==> src/sv/urm_pkg.sv <==
// Shared types and codes for the unbiased random modulo core.
`timescale 1ns / 1ps

package urm_pkg;

    // Beat kinds on the request channel
    localparam logic ACT_REQUEST = 1'b0;
    localparam logic ACT_BYTE    = 1'b1;

    // Result status codes
    localparam logic [1:0] ST_OK   = 2'd0;
    localparam logic [1:0] ST_ZERO = 2'd1;
    localparam logic [1:0] ST_OVER = 2'd2;

    // Width of the bytes-gathered counter
    localparam int CNT_BITS = 4;

    // Commands from the controller to the datapath
    typedef struct packed {
        logic       take_req;   // latch modulus and size, drop any pending work
        logic       take_byte;  // pack one entropy byte
        logic       div_start;  // launch the remainder unit
        logic       div_sel;    // 0: limit from request beat, 1: held word by held modulus
        logic       set_limit;  // store limit and mark the request pending
        logic       clear_word; // drop a rejected word
        logic       finish;     // close the request
        logic       emit;       // load the output register
        logic [1:0] emit_code;  // status to emit
    } t_cmd;

    // Status from the datapath to the controller
    typedef struct packed {
        logic req_zero;  // request beat carries a zero modulus
        logic req_over;  // request beat carries a modulus above the word maximum
        logic pending;   // a request waits for bytes
        logic word_full; // this byte completes the word
        logic reject;    // held word is at or above the limit
        logic div_done;  // remainder is ready
        logic out_free;  // output register can take a beat
    } t_sts;

endpackage

==> src/sv/urm_if.sv <==
// Valid/ready channel interfaces for request beats and result beats.
`timescale 1ns / 1ps

interface urm_req_if;
    logic        valid;
    logic        ready;
    logic        action;
    logic [63:0] modulus;
    logic [1:0]  word_size;
    logic [7:0]  random_byte;

    modport source (output valid, action, modulus, word_size, random_byte, input ready);
    modport sink   (input valid, action, modulus, word_size, random_byte, output ready);
endinterface

interface urm_res_if;
    logic        valid;
    logic        ready;
    logic [63:0] value;
    logic [1:0]  status;

    modport source (output valid, value, status, input ready);
    modport sink   (input valid, value, status, output ready);
endinterface

==> src/sv/urm_rem.sv <==
// Restoring remainder unit, one quotient bit per cycle.
`timescale 1ns / 1ps

module urm_rem #(
    parameter int W = 64
) (
    input  logic         i_clk,
    input  logic         i_rst_n,
    input  logic         i_start,
    input  logic [W-1:0] i_dividend,
    input  logic [W-1:0] i_divisor,
    output logic [W-1:0] o_rem,
    output logic         o_done
);

    localparam int CW = $clog2(W + 1);

    logic [W-1:0]  r_rem, n_rem;
    logic [W-1:0]  r_dvd;
    logic [W-1:0]  r_div;
    logic [CW-1:0] r_cnt;
    logic          r_busy;
    logic          r_done;
    logic [W:0]    w_trial;
    logic [W:0]    w_diff;

    // Shift in the next dividend bit and subtract when it fits
    always_comb begin
        w_trial = {r_rem, r_dvd[W-1]};
        w_diff  = w_trial - {1'b0, r_div};
        if (w_trial >= {1'b0, r_div}) begin
            n_rem = w_diff[W-1:0];
        end else begin
            n_rem = w_trial[W-1:0];
        end
    end

    // Step control
    always_ff @(posedge i_clk) begin
        if (!i_rst_n) begin
            r_busy <= 1'b0;
            r_done <= 1'b0;
            r_cnt  <= '0;
        end else begin
            r_done <= 1'b0;
            if (i_start) begin
                r_busy <= 1'b1;
                r_cnt  <= CW'(W);
            end else if (r_busy) begin
                r_cnt <= r_cnt - CW'(1);
                if (r_cnt == CW'(1)) begin
                    r_busy <= 1'b0;
                    r_done <= 1'b1;
                end
            end
        end
    end

    // Operand and partial remainder registers
    always_ff @(posedge i_clk) begin
        if (i_start) begin
            r_rem <= '0;
            r_dvd <= i_dividend;
            r_div <= i_divisor;
        end else if (r_busy) begin
            r_rem <= n_rem;
            r_dvd <= {r_dvd[W-2:0], 1'b0};
        end
    end

    assign o_rem  = r_rem;
    assign o_done = r_done;

endmodule

==> src/sv/urm_datapath.sv <==
// Request state, byte packing, limit compare, remainder unit and result register.
`timescale 1ns / 1ps

module urm_datapath
    import urm_pkg::*;
#(
    parameter int W = 64
) (
    input  logic        i_clk,
    input  logic        i_rst_n,
    input  t_cmd        i_cmd,
    output t_sts        o_sts,
    input  logic [63:0] i_modulus,
    input  logic [1:0]  i_word_size,
    input  logic [7:0]  i_random_byte,
    output logic        o_valid,
    input  logic        i_ready,
    output logic [63:0] o_value,
    output logic [1:0]  o_status
);

    // Sample width in bits, saturated to the datapath width
    function automatic int f_bits(input logic [1:0] sel);
        int b;
        b = 8 << sel;
        if (b > W) begin
            b = W;
        end
        return b;
    endfunction

    // All-ones value of the sample width
    function automatic logic [W-1:0] f_top(input logic [1:0] sel);
        logic [W-1:0] ones;
        ones = '1;
        return ones >> (W - f_bits(sel));
    endfunction

    // Bytes that make one word
    function automatic logic [CNT_BITS-1:0] f_need(input logic [1:0] sel);
        int b;
        b = f_bits(sel) + 7;
        return CNT_BITS'(b >> 3);
    endfunction

    logic [W-1:0]        r_mod;
    logic [1:0]          r_size;
    logic [CNT_BITS-1:0] r_cnt;
    logic [W-1:0]        r_sample;
    logic [W-1:0]        r_limit;
    logic                r_pending;
    logic                r_valid;
    logic [63:0]         r_value;
    logic [1:0]          r_status;
    logic [W-1:0]        w_top_in;
    logic [W-1:0]        w_top_held;
    logic [W+7:0]        w_shifted;
    logic [W-1:0]        n_sample;
    logic [CNT_BITS-1:0] n_cnt;
    logic [W-1:0]        w_dividend;
    logic [W-1:0]        w_divisor;
    logic [W-1:0]        w_rem;
    logic                w_done;

    assign w_top_in   = f_top(i_word_size);
    assign w_top_held = f_top(r_size);
    assign w_shifted  = {r_sample, i_random_byte};
    assign n_sample   = w_shifted[W-1:0] & w_top_held;
    assign n_cnt      = r_cnt + CNT_BITS'(1);

    // Pick remainder operands: limit from the request beat, or the held word
    assign w_dividend = i_cmd.div_sel ? r_sample : w_top_in;
    assign w_divisor  = i_cmd.div_sel ? r_mod : i_modulus[W-1:0];

    urm_rem #(
        .W (W)
    ) u_rem (
        .i_clk      (i_clk),
        .i_rst_n    (i_rst_n),
        .i_start    (i_cmd.div_start),
        .i_dividend (w_dividend),
        .i_divisor  (w_divisor),
        .o_rem      (w_rem),
        .o_done     (w_done)
    );

    // Track the pending request and the gathered byte count
    always_ff @(posedge i_clk) begin
        if (!i_rst_n) begin
            r_pending <= 1'b0;
            r_cnt     <= '0;
        end else begin
            if (i_cmd.take_req || i_cmd.finish) begin
                r_pending <= 1'b0;
            end else if (i_cmd.set_limit) begin
                r_pending <= 1'b1;
            end
            if (i_cmd.take_req) begin
                r_cnt <= '0;
            end else if (i_cmd.take_byte) begin
                r_cnt <= (n_cnt == f_need(r_size)) ? '0 : n_cnt;
            end
        end
    end

    // Hold request operands, the word being gathered and the limit
    always_ff @(posedge i_clk) begin
        if (i_cmd.take_req) begin
            r_mod  <= i_modulus[W-1:0];
            r_size <= i_word_size;
        end
        if (i_cmd.take_req || i_cmd.clear_word || i_cmd.finish) begin
            r_sample <= '0;
        end else if (i_cmd.take_byte) begin
            r_sample <= n_sample;
        end
        if (i_cmd.set_limit) begin
            r_limit <= w_top_held - w_rem;
        end
    end

    // Result register: load on emit, drop when taken
    always_ff @(posedge i_clk) begin
        if (!i_rst_n) begin
            r_valid <= 1'b0;
        end else if (i_cmd.emit) begin
            r_valid <= 1'b1;
        end else if (i_ready) begin
            r_valid <= 1'b0;
        end
    end

    always_ff @(posedge i_clk) begin
        if (i_cmd.emit) begin
            r_value  <= (i_cmd.emit_code == ST_OK) ? 64'(w_rem) : 64'd0;
            r_status <= i_cmd.emit_code;
        end
    end

    always_comb begin
        o_sts.req_zero  = (i_modulus == 64'd0);
        o_sts.req_over  = (i_modulus > 64'(w_top_in));
        o_sts.pending   = r_pending;
        o_sts.word_full = (n_cnt == f_need(r_size));
        o_sts.reject    = (r_sample >= r_limit);
        o_sts.div_done  = w_done;
        o_sts.out_free  = !r_valid || i_ready;
    end

    assign o_valid  = r_valid;
    assign o_value  = r_value;
    assign o_status = r_status;

endmodule

==> src/sv/urm_ctrl.sv <==
// Sequencer for request setup, byte gathering, limit check and result emit.
`timescale 1ns / 1ps

module urm_ctrl
    import urm_pkg::*;
(
    input  logic i_clk,
    input  logic i_rst_n,
    input  logic i_valid,
    input  logic i_action,
    output logic o_ready,
    input  t_sts i_sts,
    output t_cmd o_cmd
);

    typedef enum logic [4:0] {
        S_IDLE  = 5'b00001,
        S_LIMIT = 5'b00010,
        S_CHECK = 5'b00100,
        S_REM   = 5'b01000,
        S_EMIT  = 5'b10000
    } t_state;

    t_state     r_state, n_state;
    logic [1:0] r_code, n_code;
    logic       w_accept;

    assign o_ready  = (r_state == S_IDLE);
    assign w_accept = i_valid && o_ready;

    // Next state and commands
    always_comb begin
        n_state = r_state;
        n_code  = r_code;
        o_cmd   = '0;
        o_cmd.emit_code = r_code;
        case (r_state)
            S_IDLE: begin
                if (w_accept && (i_action == ACT_REQUEST)) begin
                    o_cmd.take_req = 1'b1;
                    if (i_sts.req_zero) begin
                        n_code  = ST_ZERO;
                        n_state = S_EMIT;
                    end else if (i_sts.req_over) begin
                        n_code  = ST_OVER;
                        n_state = S_EMIT;
                    end else begin
                        o_cmd.div_start = 1'b1;
                        n_state = S_LIMIT;
                    end
                end else if (w_accept && i_sts.pending) begin
                    o_cmd.take_byte = 1'b1;
                    if (i_sts.word_full) begin
                        n_state = S_CHECK;
                    end
                end
            end
            S_LIMIT: begin
                if (i_sts.div_done) begin
                    o_cmd.set_limit = 1'b1;
                    n_state = S_IDLE;
                end
            end
            S_CHECK: begin
                if (i_sts.reject) begin
                    o_cmd.clear_word = 1'b1;
                    n_state = S_IDLE;
                end else begin
                    o_cmd.div_start = 1'b1;
                    o_cmd.div_sel   = 1'b1;
                    n_state = S_REM;
                end
            end
            S_REM: begin
                if (i_sts.div_done) begin
                    o_cmd.finish = 1'b1;
                    n_code  = ST_OK;
                    n_state = S_EMIT;
                end
            end
            S_EMIT: begin
                if (i_sts.out_free) begin
                    o_cmd.emit = 1'b1;
                    n_state = S_IDLE;
                end
            end
            default: begin
                n_state = S_IDLE;
            end
        endcase
    end

    always_ff @(posedge i_clk) begin
        if (!i_rst_n) begin
            r_state <= S_IDLE;
            r_code  <= ST_OK;
        end else begin
            r_state <= n_state;
            r_code  <= n_code;
        end
    end

endmodule

==> src/sv/unbiased_random_modulo_core.sv <==
// Word path: last byte, limit check, remainder unit, emit step, result register.
// Request beat: the remainder unit finds the limit, then beats resume; errors emit.
// Beats are taken one at a time, only while idle; the remainder unit sets the pace.
// Reset: synchronous active low; clears the pending request, sequencer and result valid.
// No clearing pass; the block takes beats as soon as reset is released.
`timescale 1ns / 1ps

module unbiased_random_modulo_core
    import urm_pkg::*;
#(
    parameter int MAX_WORD_BITS = 64
) (
    input  logic         i_clk,
    input  logic         i_rst_n,
    urm_req_if.sink      i_req,
    urm_res_if.source    o_res
);

    t_cmd s_cmd;
    t_sts s_sts;

    urm_ctrl u_ctrl (
        .i_clk    (i_clk),
        .i_rst_n  (i_rst_n),
        .i_valid  (i_req.valid),
        .i_action (i_req.action),
        .o_ready  (i_req.ready),
        .i_sts    (s_sts),
        .o_cmd    (s_cmd)
    );

    urm_datapath #(
        .W (MAX_WORD_BITS)
    ) u_dp (
        .i_clk         (i_clk),
        .i_rst_n       (i_rst_n),
        .i_cmd         (s_cmd),
        .o_sts         (s_sts),
        .i_modulus     (i_req.modulus),
        .i_word_size   (i_req.word_size),
        .i_random_byte (i_req.random_byte),
        .o_valid       (o_res.valid),
        .i_ready       (o_res.ready),
        .o_value       (o_res.value),
        .o_status      (o_res.status)
    );

`ifndef SYNTHESIS
    // Error beats carry a zero value
    a_err_zero: assert property (@(posedge i_clk) disable iff (!i_rst_n)
        o_res.valid && (o_res.status != ST_OK) |-> (o_res.value == 64'd0))
        else $error("error result with nonzero value");

    // No beat is taken while a remainder completes
    a_done_busy: assert property (@(posedge i_clk) disable iff (!i_rst_n)
        s_sts.div_done |-> !i_req.ready)
        else $error("request channel ready during remainder completion");

    // A result only appears out of the emit step
    a_emit_src: assert property (@(posedge i_clk) disable iff (!i_rst_n)
        s_cmd.emit |-> !i_req.ready)
        else $error("result loaded while accepting beats");
`endif

endmodule

==> src/flat_wrapper.sv <==
// flat-port wrapper written by rule: the top's interface ports become plain ports
module unbiased_random_modulo_core_flat import urm_pkg::*;
#(
    parameter int MAX_WORD_BITS = 64
)
  (i_clk, i_rst_n, i_req_valid, i_req_action, i_req_modulus, i_req_word_size, i_req_random_byte, i_req_ready, o_res_valid, o_res_value, o_res_status, o_res_ready);
  urm_req_if i_req_i ();
  urm_res_if o_res_i ();
  input  logic i_clk;
  input  logic i_rst_n;
  input wire logic [$bits(i_req_i.valid)-1:0] i_req_valid;
  input wire logic [$bits(i_req_i.action)-1:0] i_req_action;
  input wire logic [$bits(i_req_i.modulus)-1:0] i_req_modulus;
  input wire logic [$bits(i_req_i.word_size)-1:0] i_req_word_size;
  input wire logic [$bits(i_req_i.random_byte)-1:0] i_req_random_byte;
  output wire logic [$bits(i_req_i.ready)-1:0] i_req_ready;
  output wire logic [$bits(o_res_i.valid)-1:0] o_res_valid;
  output wire logic [$bits(o_res_i.value)-1:0] o_res_value;
  output wire logic [$bits(o_res_i.status)-1:0] o_res_status;
  input wire logic [$bits(o_res_i.ready)-1:0] o_res_ready;
  assign i_req_i.valid = i_req_valid;
  assign i_req_i.action = i_req_action;
  assign i_req_i.modulus = i_req_modulus;
  assign i_req_i.word_size = i_req_word_size;
  assign i_req_i.random_byte = i_req_random_byte;
  assign i_req_ready = i_req_i.ready;
  assign o_res_valid = o_res_i.valid;
  assign o_res_value = o_res_i.value;
  assign o_res_status = o_res_i.status;
  assign o_res_i.ready = o_res_ready;
  unbiased_random_modulo_core #(.MAX_WORD_BITS(MAX_WORD_BITS)) u_core (.i_clk(i_clk), .i_rst_n(i_rst_n), .i_req(i_req_i), .o_res(o_res_i));
endmodule
==> config.mk <==
export PLATFORM = sky130hd
export DESIGN_NAME = unbiased_random_modulo_core_flat
export DESIGN_NICKNAME = d
export VERILOG_FILES = /design/src/sv/urm_pkg.sv /design/src/sv/urm_if.sv /design/src/sv/urm_rem.sv /design/src/sv/urm_datapath.sv /design/src/sv/urm_ctrl.sv /design/src/sv/unbiased_random_modulo_core.sv /design/src/flat_wrapper.sv
export SDC_FILE = /design/constraint.sdc
export NUM_CORES = 1
export LEC_CHECK = 0
export BUFFER_PORTS_ARGS = -buffer_cell sky130_fd_sc_hd__buf_4
export CAP_MARGIN = 20
export CORE_MARGIN = 3
export CORE_UTILIZATION = 45
export CTS_CLUSTER_DIAMETER = 50
export DETAILED_ROUTE_END_ITERATION = 16
export PLACE_DENSITY = 0.59
export SETUP_SLACK_MARGIN = 0.4
export SKIP_LAST_GASP = 1
export SYNTH_ARGS = -nofsm -noshare
export SYNTH_HDL_FRONTEND = slang
export SYNTH_SLANG_ARGS = --single-unit
==> constraint.sdc <==
create_clock -name i_clk -period 13.7 [get_ports i_clk]
set_clock_uncertainty 0.15 [all_clocks]
set_input_delay 0.685 -clock i_clk [delete_from_list [all_inputs] [get_ports i_clk]]
set_output_delay 0.685 -clock i_clk [all_outputs]
set_load 0.01 [all_outputs]
# Yosys cells after proc, flatten, opt, wreduce, memory -nomap -nowiden
# Index checks and enable logic that the tools add are counted.
[classes]
addsub = 8
mul = 0
div = 0
order_cmp = 5
eq_ne = 15
shift = 4
mux = 51
bitwise_logic = 4
reduce_logical = 19
[op_table]
columns = ["cell", "n"]
rows = [
  ["$mux 64", 5],
  ["$shr 64x32->64 const A", 2],
  ["$sub 64x64->64", 2],
  ["$ge 65x64->1", 1],
  ["$and 64x64->64", 1],
  ["$ge 64x64->1", 1],
  ["$gt 32x8->1 const B", 2],
  ["$gt 64x64->1", 1],
  ["$logic_not 64->1", 1],
  ["$mux 32", 2],
  ["$shl 4x2->32 const A", 2],
  ["$sub 8x32->32 const A", 2],
  ["$mux 5", 8],
  ["$mux 7", 5],
  ["$pmux 5 s5", 1],
  ["$mux 1", 20],
  ["$add 7x4->7 const B", 2],
  ["$mux 2", 6],
  ["$ne 3x1->1 const B", 3],
  ["$eq 4x4->1", 2],
  ["$mux 4", 2],
  ["$eq 7x1->1 const B", 1],
  ["$sub 7x1->7 const B", 1],
  ["$reduce_bool 2->1", 3],
  ["other kinds (19)", 30],
]
[totals]
ff_bits = 474
latchBits = 0
ram_bits = 0
mem_bits_ro = 0
input_bits = 79
wordCells = 124
mem_count = 0

# Longest topological paths before layout
# Gate-level depths: netlist of run 1.
[logic_depth]
word_depth = 12
ltp_mapped = 16
mapped_depth_nobuf = 13

# By module
# Synthesis of run 1 repeated with hierarchy kept, for this count alone.
[unflattened]
cells_unflattened = 3093
area_unflattened_um2 = 29781.1
[modules_own_cells]
columns = ["module", "n_inst", "cells_each", "area_per_inst_um2", "seq_area_each_um2"]
rows = [
  ["urm_datapath", 1, 1801, 17304.1, 7287.0],
  ["urm_rem", 1, 1232, 11972.7, 5305.1],
  ["urm_ctrl", 1, 60, 504.2, 140.1],
]

# Worst setup path before layout of run 1
# No wires, ideal clock.
[synth_timing]
path_kind = "input port to flip-flop"
start = "input i_req_word_size[0]"
end = "register u_core.u_dp.u_rem.r_dvd[0] (enable)"
setup_time_ps = 433
arrival_time_ps = 5283
slack_ps = 7835
path_stages = 13
path_cell_list = "nand2_1 -> ha_1 -> nand3_1 -> or4_1 -> nor2_1 -> and3_1 -> nand4_1 -> a21boi_1 -> or3_1 -> buf_4 -> o21ai_2 -> buf_4 -> nand2b_1"
[synth_between]
elab_chain_cells = 11
[synth_lines]
columns = ["item", "line", "rtl"]
rows = [
  ["start, declared", "flat_wrapper.sv:14", "input wire logic [$bits(i_req_i.word_size)-1:0] i_req_word_size;"],
  ["$shl 4x2->32 *", "urm_datapath.sv:25", "b = 8 << sel;"],
  ["$gt 32x8->1", "urm_datapath.sv:26", "if (b > W) begin"],
  ["$mux 32 *", "urm_datapath.sv:26", ""],
  ["$sub 8x32->32 *", "urm_datapath.sv:36", "return ones >> (W - f_bits(sel));"],
  ["$shr 64x32->64 *", "urm_datapath.sv:36", ""],
  ["$gt 64x64->1 *", "urm_datapath.sv:142", "o_sts.req_over = (i_modulus > 64'(w_top_in));"],
  ["$mux 1 *", "urm_ctrl.sv:44", "end else if (i_sts.req_over) begin"],
  ["$mux 1 *", "urm_ctrl.sv:41", "if (i_sts.req_zero) begin"],
  ["$mux 1 *", "urm_ctrl.sv:39", "if (w_accept && (i_action == ACT_REQUEST)) begin"],
  ["$pmux 1 s2 *", "urm_ctrl.sv:37", "case (r_state)"],
  ["$reduce_bool 2->1 (no line) *", "--", ""],
  ["end signal, assigned", "urm_rem.sv:63", "r_dvd <= i_dividend;"],
  ["end signal, assigned", "urm_rem.sv:67", "r_dvd <= {r_dvd[W-2:0], 1'b0};"],
  ["end, declared", "urm_rem.sv:19", "logic [W-1:0] r_dvd;"],
]
# Every way passes the cells marked *; elsewhere a longest branch is shown, timed or not.
# A chain may end at the register's enable or synchronous reset.

# Worst setup path in the final report of run 1
[layout_timing]
start = "input i_req_word_size[1]"
end = "register u_core.u_dp.u_rem.r_div[59] (enable)"
[layout_between]
elab_chain_cells = 10
[layout_lines]
columns = ["item", "line", "rtl"]
rows = [
  ["$shl 4x2->32 *", "urm_datapath.sv:25", ""],
  ["$gt 32x8->1", "urm_datapath.sv:26", ""],
  ["$mux 32 *", "urm_datapath.sv:26", ""],
  ["$sub 8x32->32 *", "urm_datapath.sv:36", ""],
  ["$shr 64x32->64 *", "urm_datapath.sv:36", ""],
  ["$gt 64x64->1 *", "urm_datapath.sv:142", ""],
  ["$mux 1 *", "urm_ctrl.sv:44", ""],
  ["$mux 1 *", "urm_ctrl.sv:41", ""],
  ["$mux 1 *", "urm_ctrl.sv:39", ""],
  ["$pmux 1 s2 *", "urm_ctrl.sv:37", ""],
  ["end signal, assigned", "urm_rem.sv:64", "r_div <= i_divisor;"],
  ["end, declared", "urm_rem.sv:20", "logic [W-1:0] r_div;"],
]
# Marked as above.

==> flow_summary.ini, run 1 <==
[outcome]
outcome = finished, final reports clean

[timing]
worst_pin_slew_ps = 998.9
setup_viol = 0
rsz0062_at_grt = false
clock.fmax_mhz = 179.7
max_slew_margin_pct = 33.41
finalMaxSlewViolations = 0
tns_ps = 0
fin_crit_sh_pct = 40.62
min_period_ps = 5565
hold_viol_final = 0

[setup_path]
critPathMaxFanout = 70
rrSetupSlack_ps = 8620
startpoint_type = input pin
path_class = in -> reg
crit_chain = buf_4, nand2_1, buf_4, ha_1, nand3_1, or4_1, nor2_1, and3_1, nand4_1, a21boi_1, or3_2, buf_4, o21ai_4, buf_4, buf_4
crit_path_frequent_cell = buf_4
max_stage_delay_ps = 750
arrival_ps = 5630
critPathTopFamily = buffers and inverters
cp-end-kind = register
crit_buf_inv = 5
required_ps = 13770
crit_path_top_delay_cell = buf_4

[logic_synthesis]
yosysUniqueCellTypes = 99
syn_inst = 3070
synth_warnings = 0
async_reset_ff_share_pct = 0
ys_ff_latch = 474
syn_area_um2 = 29000
ys_seq_area_share_pct = 43.90
avgSynthCellArea_um2 = 9.447
synth_edf_count = 324
synth_flop_cell = edfxtp_1

[clocking]
htreeDepth = 3
post_cts.resized_instances = 0
cts_tree = done
clock_path_buffers = 3
clk_pin_slew_worst_paths_ps = 70
cts_buffers = 67
cts_sinks = 474
cts_root_buffer = clkbuf_16
cts_setup_buffers = 0
worstSkewPairLatency_ps = 600
cts_hold_buffers = 0

[floorplan]
chipWidth_um = 259.9
start_util_pct = 45.73
dieArea_um2 = 67530
io_pins = 147
rows = 92
fp.dieH_um = 259.9
core_um2 = 63430

[finish]
fillCellCount = 5784
drive_above_1_share_pct = 11.63
num-nets-final = 3475
seq_area_um2 = 12740
area_growth_syn_to_layout_pct = 13.28
multi_input_area_um2 = 14700
diodes = 0

[power]
p_leak_nw = 13.03
switchingPower_mw = 2.830
p_int_mw = 4.094
ir_drop_v = 0.0001208
clkPwrFrac_pct = 24.4
power_mw = 6.924
p_comb_share_pct = 45.0
switching_share_pct = 40.88
pwr-share-seq_pct = 30.5
powerDensity_nw_per_um2 = 210.8

[global_routing]
antenna_found_initial = 1
overflow = 0
grt_pass1_vias = 22590
grtUsageTotal_pct = 23.88
grt_first_pass_wirelength_mm = 127.4
grt_max_degree = 100

[placed_design]
portBuffers = 146
dpl.hpwl_mm = 61.01
gp_congestion = 0.9245

[job]
max-cap-violations = 0

[route]
postRouteAntennaNets = 0
wirelength_mm = 81.10
drcViolationCount = 0
vias = 23240
post_drt_wl_per_cell_um = 20.05
drt_first_pass_iters = 5
drt_iter0_markers = 1755
viasPerCell = 5.747

[worst_hold_path]
hold_path.class = in -> reg
-- layout by cell type (no fill, tap or decap), types with 17 or more instances in the layout --
master,instances
a211oi_1,71
a21o_1,70
a21oi_1,359
a31oi_1,20
buf_4,170
clkbuf_16,68
dfxtp_1,147
edfxtp_1,324
ha_1,247
inv_1,232
mux2_1,22
mux2_2,45
nand2_1,270
nand2b_1,18
nand3_1,95
nand4_1,67
nor2_1,205
nor3_1,91
nor4_1,27
o21a_1,25
o21ai_0,114
o21ai_1,45
o21bai_1,22
o31ai_1,17
xnor2_1,72
xor2_1,46
-- layer usage --
| metal | vias up | GRT usage, % | routed length, um |
|---|---|---|---|
| met1 | 11110 | 34.21 | 38490 |
| met3 | 136 | 3.282 | 3811 |
| met2 | 585 | 36.96 | 35890 |
| met4 | 4 | 8.409 | 2870 |
| li1 | 11400 | - | - |
| met5 | - | 0 | 27 |
-- cells by family after synthesis --
| family | count (synthesis) | share of synthesized area, % |
|---|---|---|
| simple gates | 876 | 14.43 |
| mux | 74 | 2.843 |
| fa+ha+maj | 249 | 10.79 |
| other cells | 2 | 0.02590 |
| compound gates | 877 | 18.85 |
| buf+inv | 400 | 5.587 |
| xor+xnor | 118 | 3.564 |
| flops | 474 | 43.90 |
-- power groups by stage --
stage	clock (mW)	combinational, mW	sequential (mW)
6_report	1.69	3.12	2.12
5_1_grt	1.79	3.48	2.14
4_1_cts	1.73	3.09	2.11
3_5_place_dp	0	3.07	2.14
3_3_place_gp	0	3.05	2.13
2_1_floorplan	0	2.35	2.04
-- sequential cells by signal, indices dropped and copies added, names as in the netlist --
register / count
u_core.u_dp.o_value: 64
u_core.u_dp.r_limit: 64
u_core.u_dp.r_cnt: 4
u_core.u_dp.u_rem.o_done: 1
u_core.u_dp.u_rem.r_busy: 1
u_core.u_dp.r_pending: 1
u_core.u_ctrl.r_code: 2
u_core.u_dp.u_rem.r_div: 64
u_core.u_dp.u_rem.r_dvd: 64
u_core.u_dp.r_size: 2
u_core.u_dp.r_mod: 64
u_core.u_dp.r_sample: 64
u_core.u_dp.o_valid: 1
u_core.u_dp.u_rem.r_cnt: 7
u_core.u_ctrl.r_state: 5
u_core.u_dp.o_status: 2
u_core.u_dp.u_rem.o_rem: 64
-- synth_stat cells (6+ instances only) --
| master | count | area (um^2) |
|---|---|---|
| or3_1 | 9 | 56.30 |
| inv_1 | 232 | 870.8 |
| nand2b_1 | 19 | 118.9 |
| ha_1 | 247 | 3090 |
| o32a_1 | 7 | 70.07 |
| xnor2_1 | 72 | 630.6 |
| or2_2 | 9 | 56.30 |
| a41oi_1 | 6 | 52.55 |
| buf_2 | 43 | 215.2 |
| nor3b_1 | 7 | 52.55 |
| nand3_1 | 95 | 475.5 |
| nand4_1 | 67 | 419.2 |
| edfxtp_1 | 324 | 9729 |
| and3_1 | 13 | 81.33 |
| o21a_1 | 25 | 187.7 |
| nor4_1 | 27 | 168.9 |
| a21boi_0 | 9 | 67.56 |
| dfxtp_1 | 150 | 3003 |
| o21ai_0 | 114 | 570.6 |
| o211ai_1 | 16 | 120.1 |
| a31oi_1 | 20 | 125.1 |
| mux2_2 | 45 | 506.7 |
| o31ai_1 | 17 | 127.6 |
| a311oi_1 | 7 | 61.31 |
| xor2_1 | 46 | 402.9 |
| a211o_1 | 6 | 52.55 |
| and2_1 | 14 | 87.58 |
| nor3_1 | 91 | 455.4 |
| o21ai_1 | 45 | 225.2 |
| buf_4 | 16 | 120.1 |
| nor2_1 | 205 | 769.5 |
| nor2b_1 | 15 | 93.84 |
| o22ai_1 | 8 | 50.05 |
| a21oi_1 | 359 | 1797 |
| clkbuf_1 | 100 | 375.4 |
| a211oi_1 | 71 | 533.0 |
| nand2_1 | 270 | 1013 |
| mux2_1 | 22 | 247.7 |
| and4_1 | 6 | 52.55 |
| o221ai_1 | 6 | 52.55 |
| o21bai_1 | 22 | 165.2 |
| mux2i_1 | 7 | 70.07 |
| a21o_1 | 70 | 525.5 |
-- worst register-to-register path: cells and delay by family, from the launching register on --
kind,cells,cell delay [ps]
buffers and inverters,3,1630
AOI/OAI and AO/OA,5,1190
and+or+nand+nor,3,930
DFF,1,430
adders and majority gates,1,280
-- final timing paths --
check | from | end | depth (start not counted)
worst min register to register | u_core.u_dp.r_sample[58] | u_core.u_dp.r_sample[58] | 2
worst max-delay path | i_req_word_size[1] | u_core.u_dp.u_rem.r_div[59] | 15
worst min-delay path | i_req_modulus[24] | u_core.u_dp.r_mod[24] | 1
worst max register to register | u_core.u_dp.r_sample[41] | u_core.u_dp.u_rem.r_div[59] | 12
-- final cells by class --
class / count / area share [%]
Inverter: 234 / 2.674
Clock buffer: 82 / 5.553
Clock inverter: 38 / 1.150
Tap cell: 846 / 3.222
Sequential cell: 474 / 38.77
Timing Repair Buffer: 170 / 3.885
Multi-Input combinational cell: 2200 / 44.74
-- through the flow --
| stage | util, % | hold WS (ps) | instance area [um^2] | setup WS (ps) | instances |
|---|---|---|---|---|---|
| 6_report | 51.80 | 139.7 | 32850 | 8135 | 4044 |
| 5_1_grt | 51.80 | 113.0 | 32850 | 7860 | 4044 |
| 4_1_cts | 51.80 | 107.6 | 32850 | 8129 | 4044 |
| 3_5_place_dp | 48.33 | 341.7 | 30650 | 7489 | 3924 |
| 3_3_place_gp | 48.33 | 322.7 | 30650 | 7539 | 3924 |
| 2_1_floorplan | - | 256.4 | 29020 | 7835 | 3074 |
Power figures use the tool's default switching activity.
==> run 2: changes to the inputs <==
Settings changed: ABC_AREA set to 1, PLACE_DENSITY 0.59 to 0.61.
Clock period 13.7 ns to 5.06 ns, I/O delays scaled along.
==> flow_summary.ini, run 2 <==
[placed_design]
gp_congestion = 1.036
dpl.hpwl_mm = 70.61
portBuffers = 146
place_ws_ps = 923.0

[clocking]
cts_sinks = 474
cts_hold_buffers = 77
cts_root_buffer = clkbuf_16
post_cts.resized_instances = 0
worstSkewPairLatency_ps = 610
cts_setup_buffers = 0
clk_pin_slew_worst_paths_ps = 60
clock_path_buffers = 3
cts_tree = done
htreeDepth = 3
cts_buffers = 66

[route]
drcViolationCount = 0
vias = 27260
postRouteAntennaNets = 0
viasPerCell = 5.247
drt_first_pass_iters = 6
post_drt_wl_per_cell_um = 17.50
wirelength_mm = 90.91
drt_iter0_markers = 1885

[finish]
fillCellCount = 6649
num-nets-final = 4599
post-route-util_pct = 52.89
drive_above_1_share_pct = 7.497
area_growth_syn_to_layout_pct = 15.66
final_common_cell = nand2_1
layout_common_cells = nand2_1 (1,144), inv_1 (521), nor2_1 (419)
diodes = 0

[floorplan]
chipWidth_um = 267.9
io_pins = 147
fp.dieH_um = 267.9
start_util_pct = 45.73
rows = 95
core_um2 = 67510
dieArea_um2 = 71790

[power]
powerDensity_nw_per_um2 = 356.3
switching_share_pct = 32.83
ir_drop_v = 0.0003208
p_leak_nw = 16.17
clkPwrFrac_pct = 36.6
pwr-share-seq_pct = 38.7
p_int_mw = 8.547
p_comb_share_pct = 24.8
switchingPower_mw = 4.177

[setup_path]
path_class = in -> reg
startpoint_type = input pin
reg2reg_depth = 13
crit_chain = dlygate4sd3_1, buf_4, nand2_1, buf_4, ha_1, nand2_1, inv_1, nand3_1, nor2_1, nand3_1, nor2_1, nand4_1, nand2_1, nand3_4, nand2_8, buf_4, nand3_4, nand3_1
critPathTopFamily = simple AND/OR/NAND/NOR gates
arrival_ps = 4340
required_ps = 5370
cp-end-kind = register
critPathMaxFanout = 46
max_stage_delay_ps = 560
cp.depth = 18
crit_buf_inv = 5
crit_path_top_delay_cell = dlygate4sd3_1

[worst_hold_path]
hold_depth = 4
hold_path.class = in -> reg

[logic_synthesis]
synth.top_cell.area_share_pct = 31.51
avgSynthCellArea_um2 = 7.616
synth_edf_count = 324
syn_inst = 4054
synth_warnings = 0
synthTopCellsByCount = nand2_1 (1,147), inv_1 (521), nor2_1 (422), a21oi_1 (366), edfxtp_1 (324)
synth_most_common_cell = nand2_1
async_reset_ff_share_pct = 0
yosysUniqueCellTypes = 50
ys_ff_latch = 474
syn_area_um2 = 30870
ys_seq_area_share_pct = 41.24
synth_flop_cell = edfxtp_1
synth_top_area_cell = edfxtp_1
ys_top_cells_by_area = edfxtp_1 (32%), nand2_1 (14%), ha_1 (10%), dfxtp_1 (9.7%), inv_1 (6.3%)

[outcome]
outcome = finished, final reports clean

[job]
max-cap-violations = 0

[global_routing]
grtUsageTotal_pct = 25.19
grt_pass1_vias = 26170
grt_max_degree = 69
grt_first_pass_wirelength_mm = 141.8
antenna_found_initial = 0
overflow = 0

[timing]
finalMaxSlewViolations = 0
timing.hold.ws_ps = 49.68
setup_ws_ps = 1032
clock.fmax_mhz = 248.3
rsz0062_at_grt = false
hold_viol_final = 0
setup_viol = 0
worst_pin_slew_ps = 972.8
tns_ps = 0
max_slew_margin_pct = 35.14
fin_crit_sh_pct = 79.60
min_period_ps = 4028
run 2: changes by cell type in the layout (fill, tap and decap cells not counted), sizes merged, moves of 19 or more:
cell         delta
a21o           -49
nand2         +883
a211oi         -69
nand4          -27
xnor2          -24
nand3         +211
dlygate4sd3    +77
nor2          +220
nand2b         -19
mux2           -67
nor3           -69
inv           +297
run 2: cells by family after synthesis:
group | after synthesis | synth area share [%]
and+or+nand+nor | 2001 | 27.10
AOI/OAI and AO/OA | 598 | 10.33
buffers and inverters | 635 | 8.478
xor gates and xnor gates | 95 | 2.695
adders and majority gates | 249 | 10.14
other | 2 | 0.02432
DFF | 474 | 41.24
run 2: power groups by stage:
stage          Sequential (mW)  Combinational, mW  Clock [mW]
2_1_floorplan             4.96               2.18           0
3_3_place_gp              4.99               3.08           0
3_5_place_dp              4.99               3.10           0
4_1_cts                   4.92               3.15        4.75
5_1_grt                   4.96               3.54        4.90
6_report                  4.92               3.15        4.65
run 2: final timing paths:
path	startpoint	endpoint	slack (ps)
max	i_req_word_size[0]	u_core.u_dp.u_rem.r_dvd[30]	1030
min reg2reg	u_core.u_ctrl.r_code[1]	u_core.u_dp.o_status[1]	320
min	i_req_valid	u_core.u_ctrl.r_state[0]	50
max reg2reg	u_core.u_dp.r_size[1]	u_core.u_dp.r_limit[51]	1080
run 2: tightest hold or removal path, cell delays in order:
cell and delay [ps]:
buf_4 120, nand3_1 140, o21ai_0 160, nand3_1 100
run 2: cell type report:
class                           count  area, um^2  share of cell area (%)
Clock inverter                     33       391.6                   1.097
Inverter                          528        1984                   5.557
Timing Repair Buffer              252        2110                   5.907
Clock buffer                       86        1810                   5.070
Tap cell                          873        1092                   3.059
Sequential cell                   474       12730                   35.66
Multi-Input combinational cell   2949       15590                   43.65
run 2: through the flow:
| step | std cells | instance area [um^2] | total power, mW |
|---|---|---|---|
| finish | 5195 | 35710 | 12.72 |
| global route | 5195 | 35710 | 13.39 |
| CTS | 5195 | 35710 | 12.82 |
| detailed placement | 4999 | 32740 | 8.096 |
| global placement | 4998 | 32720 | 8.069 |
| floorplan | 4058 | 30900 | 7.140 |
run 2: routing by layer:
metal | track usage (%) | vias up | part of all wire [%]
met5 | 0 | - | 0
met4 | 8.548 | 0 | 3.4
met3 | 3.644 | 158 | 5.3
met2 | 41.16 | 676 | 45
met1 | 34.43 | 12570 | 46
li1 | - | 13860 | -
==> run 3: changes to the inputs <==
Clock period 5.06 ns to 3.6 ns, I/O delays scaled along.
==> flow_summary.ini, run 3 (synthesized netlist as in run 2, its figures left out) <==
[clocking]
cts_buffers = 60
worstSkewPairLatency_ps = 650
clk_pin_slew_worst_paths_ps = 60
cts_sinks = 474
cts_tree = done
clock_path_buffers = 3
cts_root_buffer = clkbuf_16
htreeDepth = 2

[finish]
final_common_cell = nand2_1
layout_common_cells = nand2_1 (1,141), inv_1 (519), nor2_1 (418)
fillCellCount = 6549
final_area_um2 = 36330
diodes = 0
drive_above_1_share_pct = 9.799
num-nets-final = 4645
area_growth_syn_to_layout_pct = 17.69

[global_routing]
grt_pass1_vias = 26150
grt_max_degree = 70
overflow = 0
grt_first_pass_wirelength_mm = 142.8
grtUsageTotal_pct = 25.31
antenna_found_initial = 0

[setup_path]
arrival_ps = 3470
required_ps = 3970
critPathTopFamily = simple AND/OR/NAND/NOR gates
crit_path_top_delay_cell = edfxtp_1
startpoint = u_core.u_dp.u_rem.r_dvd[63]
r2r_start = u_core.u_dp.u_rem.r_dvd[63]
crit_buf_inv = 2
startpoint_type = register
critPathMaxFanout = 29
crit_path_frequent_cell = nand3_1
cp-end-kind = register
crit_chain = inv_2, ha_2, nand3_1, nor2_1, nand3_1, nor2_1, nand2_1, nand3_1, nor2_4, nand2_2, buf_12, nand3_1, nand2_1, nand2_1
path_class = reg -> reg
max_stage_delay_ps = 540

[route]
drt_iter0_markers = 1929
dr_wl_met2_mm = 42.04
drt_first_pass_iters = 8
met1_length_mm = 41.80
vias = 27430
top_layer = met4
post_drt_wl_per_cell_um = 17.46
wirelength_mm = 91.51
drcViolationCount = 0
viasPerCell = 5.234
postRouteAntennaNets = 0
met3_length_mm = 4.210

[floorplan]
core_um2 = 67510
rows = 95
fp.dieH_um = 267.9
io_pins = 147
chipWidth_um = 267.9
dieArea_um2 = 71790
start_util_pct = 45.73

[timing]
min_period_ps = 3099
finalMaxSlewViolations = 0
hold_viol_final = 0
rsz0062_at_grt = true
clock.fmax_mhz = 322.7
timing.hold.ws_ps = 63.55
setup_ws_ps = 501.2
setup_viol = 0
max_slew_margin_pct = 37.62
worst_pin_slew_ps = 935.7
fin_crit_sh_pct = 86.08
tns_ps = 0

[power]
powerDensity_nw_per_um2 = 487.1
switchingPower_mw = 5.880
p_comb_share_pct = 26.8
p_int_mw = 11.82
p_leak_nw = 16.43
switching_share_pct = 33.22
power_mw = 17.70
ir_drop_v = 0.0003931
pwr-share-seq_pct = 38.9
clkPwrFrac_pct = 34.3

[placed_design]
place_ws_ps = 115.8
dpl.hpwl_mm = 71.64
placed_area_um2 = 33380
portBuffers = 146
gp_congestion = 0.9362

[worst_hold_path]
hold_path.class = in -> reg
hold_path.startpoint = i_req_word_size[1]

[outcome]
outcome = finished, final reports clean

[job]
max-cap-violations = 0
## run 3: changes by cell type in the layout (fill, tap and decap cells not counted), moves of 7 or more
| cell | delta |
|---|---|
| clkbuf_1 | -8 |
| clkbuf_16 | -8 |
| buf_12 | +13 |
| o21ai_1 | +19 |
| nand3_1 | -22 |
| clkinv_2 | +7 |
| nand3_2 | +22 |
| buf_4 | +36 |
| a21oi_2 | +9 |
| o21ai_0 | -21 |
| a21oi_1 | -10 |
## run 3: metal layers
metal | vias up | track usage [%]
li1 | 13940 | -
met1 | 12570 | 35.17
met2 | 750 | 41.54
met3 | 174 | 2.188
met4 | 0 | 9.094
met5 | - | 0
## run 3: final cells by class
class	count	area [um^2]	share of cell area, %
multi-input cells	2949	15820	43.54
flip-flops and latches	474	12730	35.05
repair buffers	304	2673	7.355
inverters	528	1997	5.496
clock buffers	69	1567	4.311
well taps	873	1092	3.006
clock inverters	44	452.9	1.247
## run 3: metrics by stage
step           std cells  util, %
3_5_place_dp        5043    49.44
4_1_cts             5238    53.67
6_report            5241    53.82
2_1_floorplan       4058        -
3_3_place_gp        5043    49.44
5_1_grt             5241    53.82
## run 3: final timing paths
kind / slack (ps) / depth (start not counted) / endpoint
min reg2reg: 290 / 0 / u_core.u_dp.o_status[0]
max: 500 / 14 / u_core.u_dp.u_rem.o_rem[52]
min: 60 / 4 / u_core.u_dp.u_rem.r_dvd[8]
max reg2reg: 500 / 14 / u_core.u_dp.u_rem.o_rem[52]
## run 3: power groups by stage
stage / Clock, mW / Combinational [mW] / Sequential [mW]
floorplan: 0 / 3.12 / 6.97
global placement: 0 / 4.56 / 7.00
detailed placement: 0 / 4.60 / 7.00
CTS: 6.19 / 4.69 / 6.89
global route: 6.43 / 5.30 / 6.93
finish: 6.07 / 4.74 / 6.89
## run 3: tightest hold or removal path: cells and delay by family
family,cells,cell delay [ps]
buf+inv,1,140
simple gates,3,440
## run 3: repair_timing
action / in CTS / in global routing
pin swaps: 4 / 8
hold buffers: 78 / 0
setup buffers: 4 / 3
endpoints found under the hold margin: 180 / 0
setup endpoints to repair: 57 / 178
gates resized for setup: 9 / 24
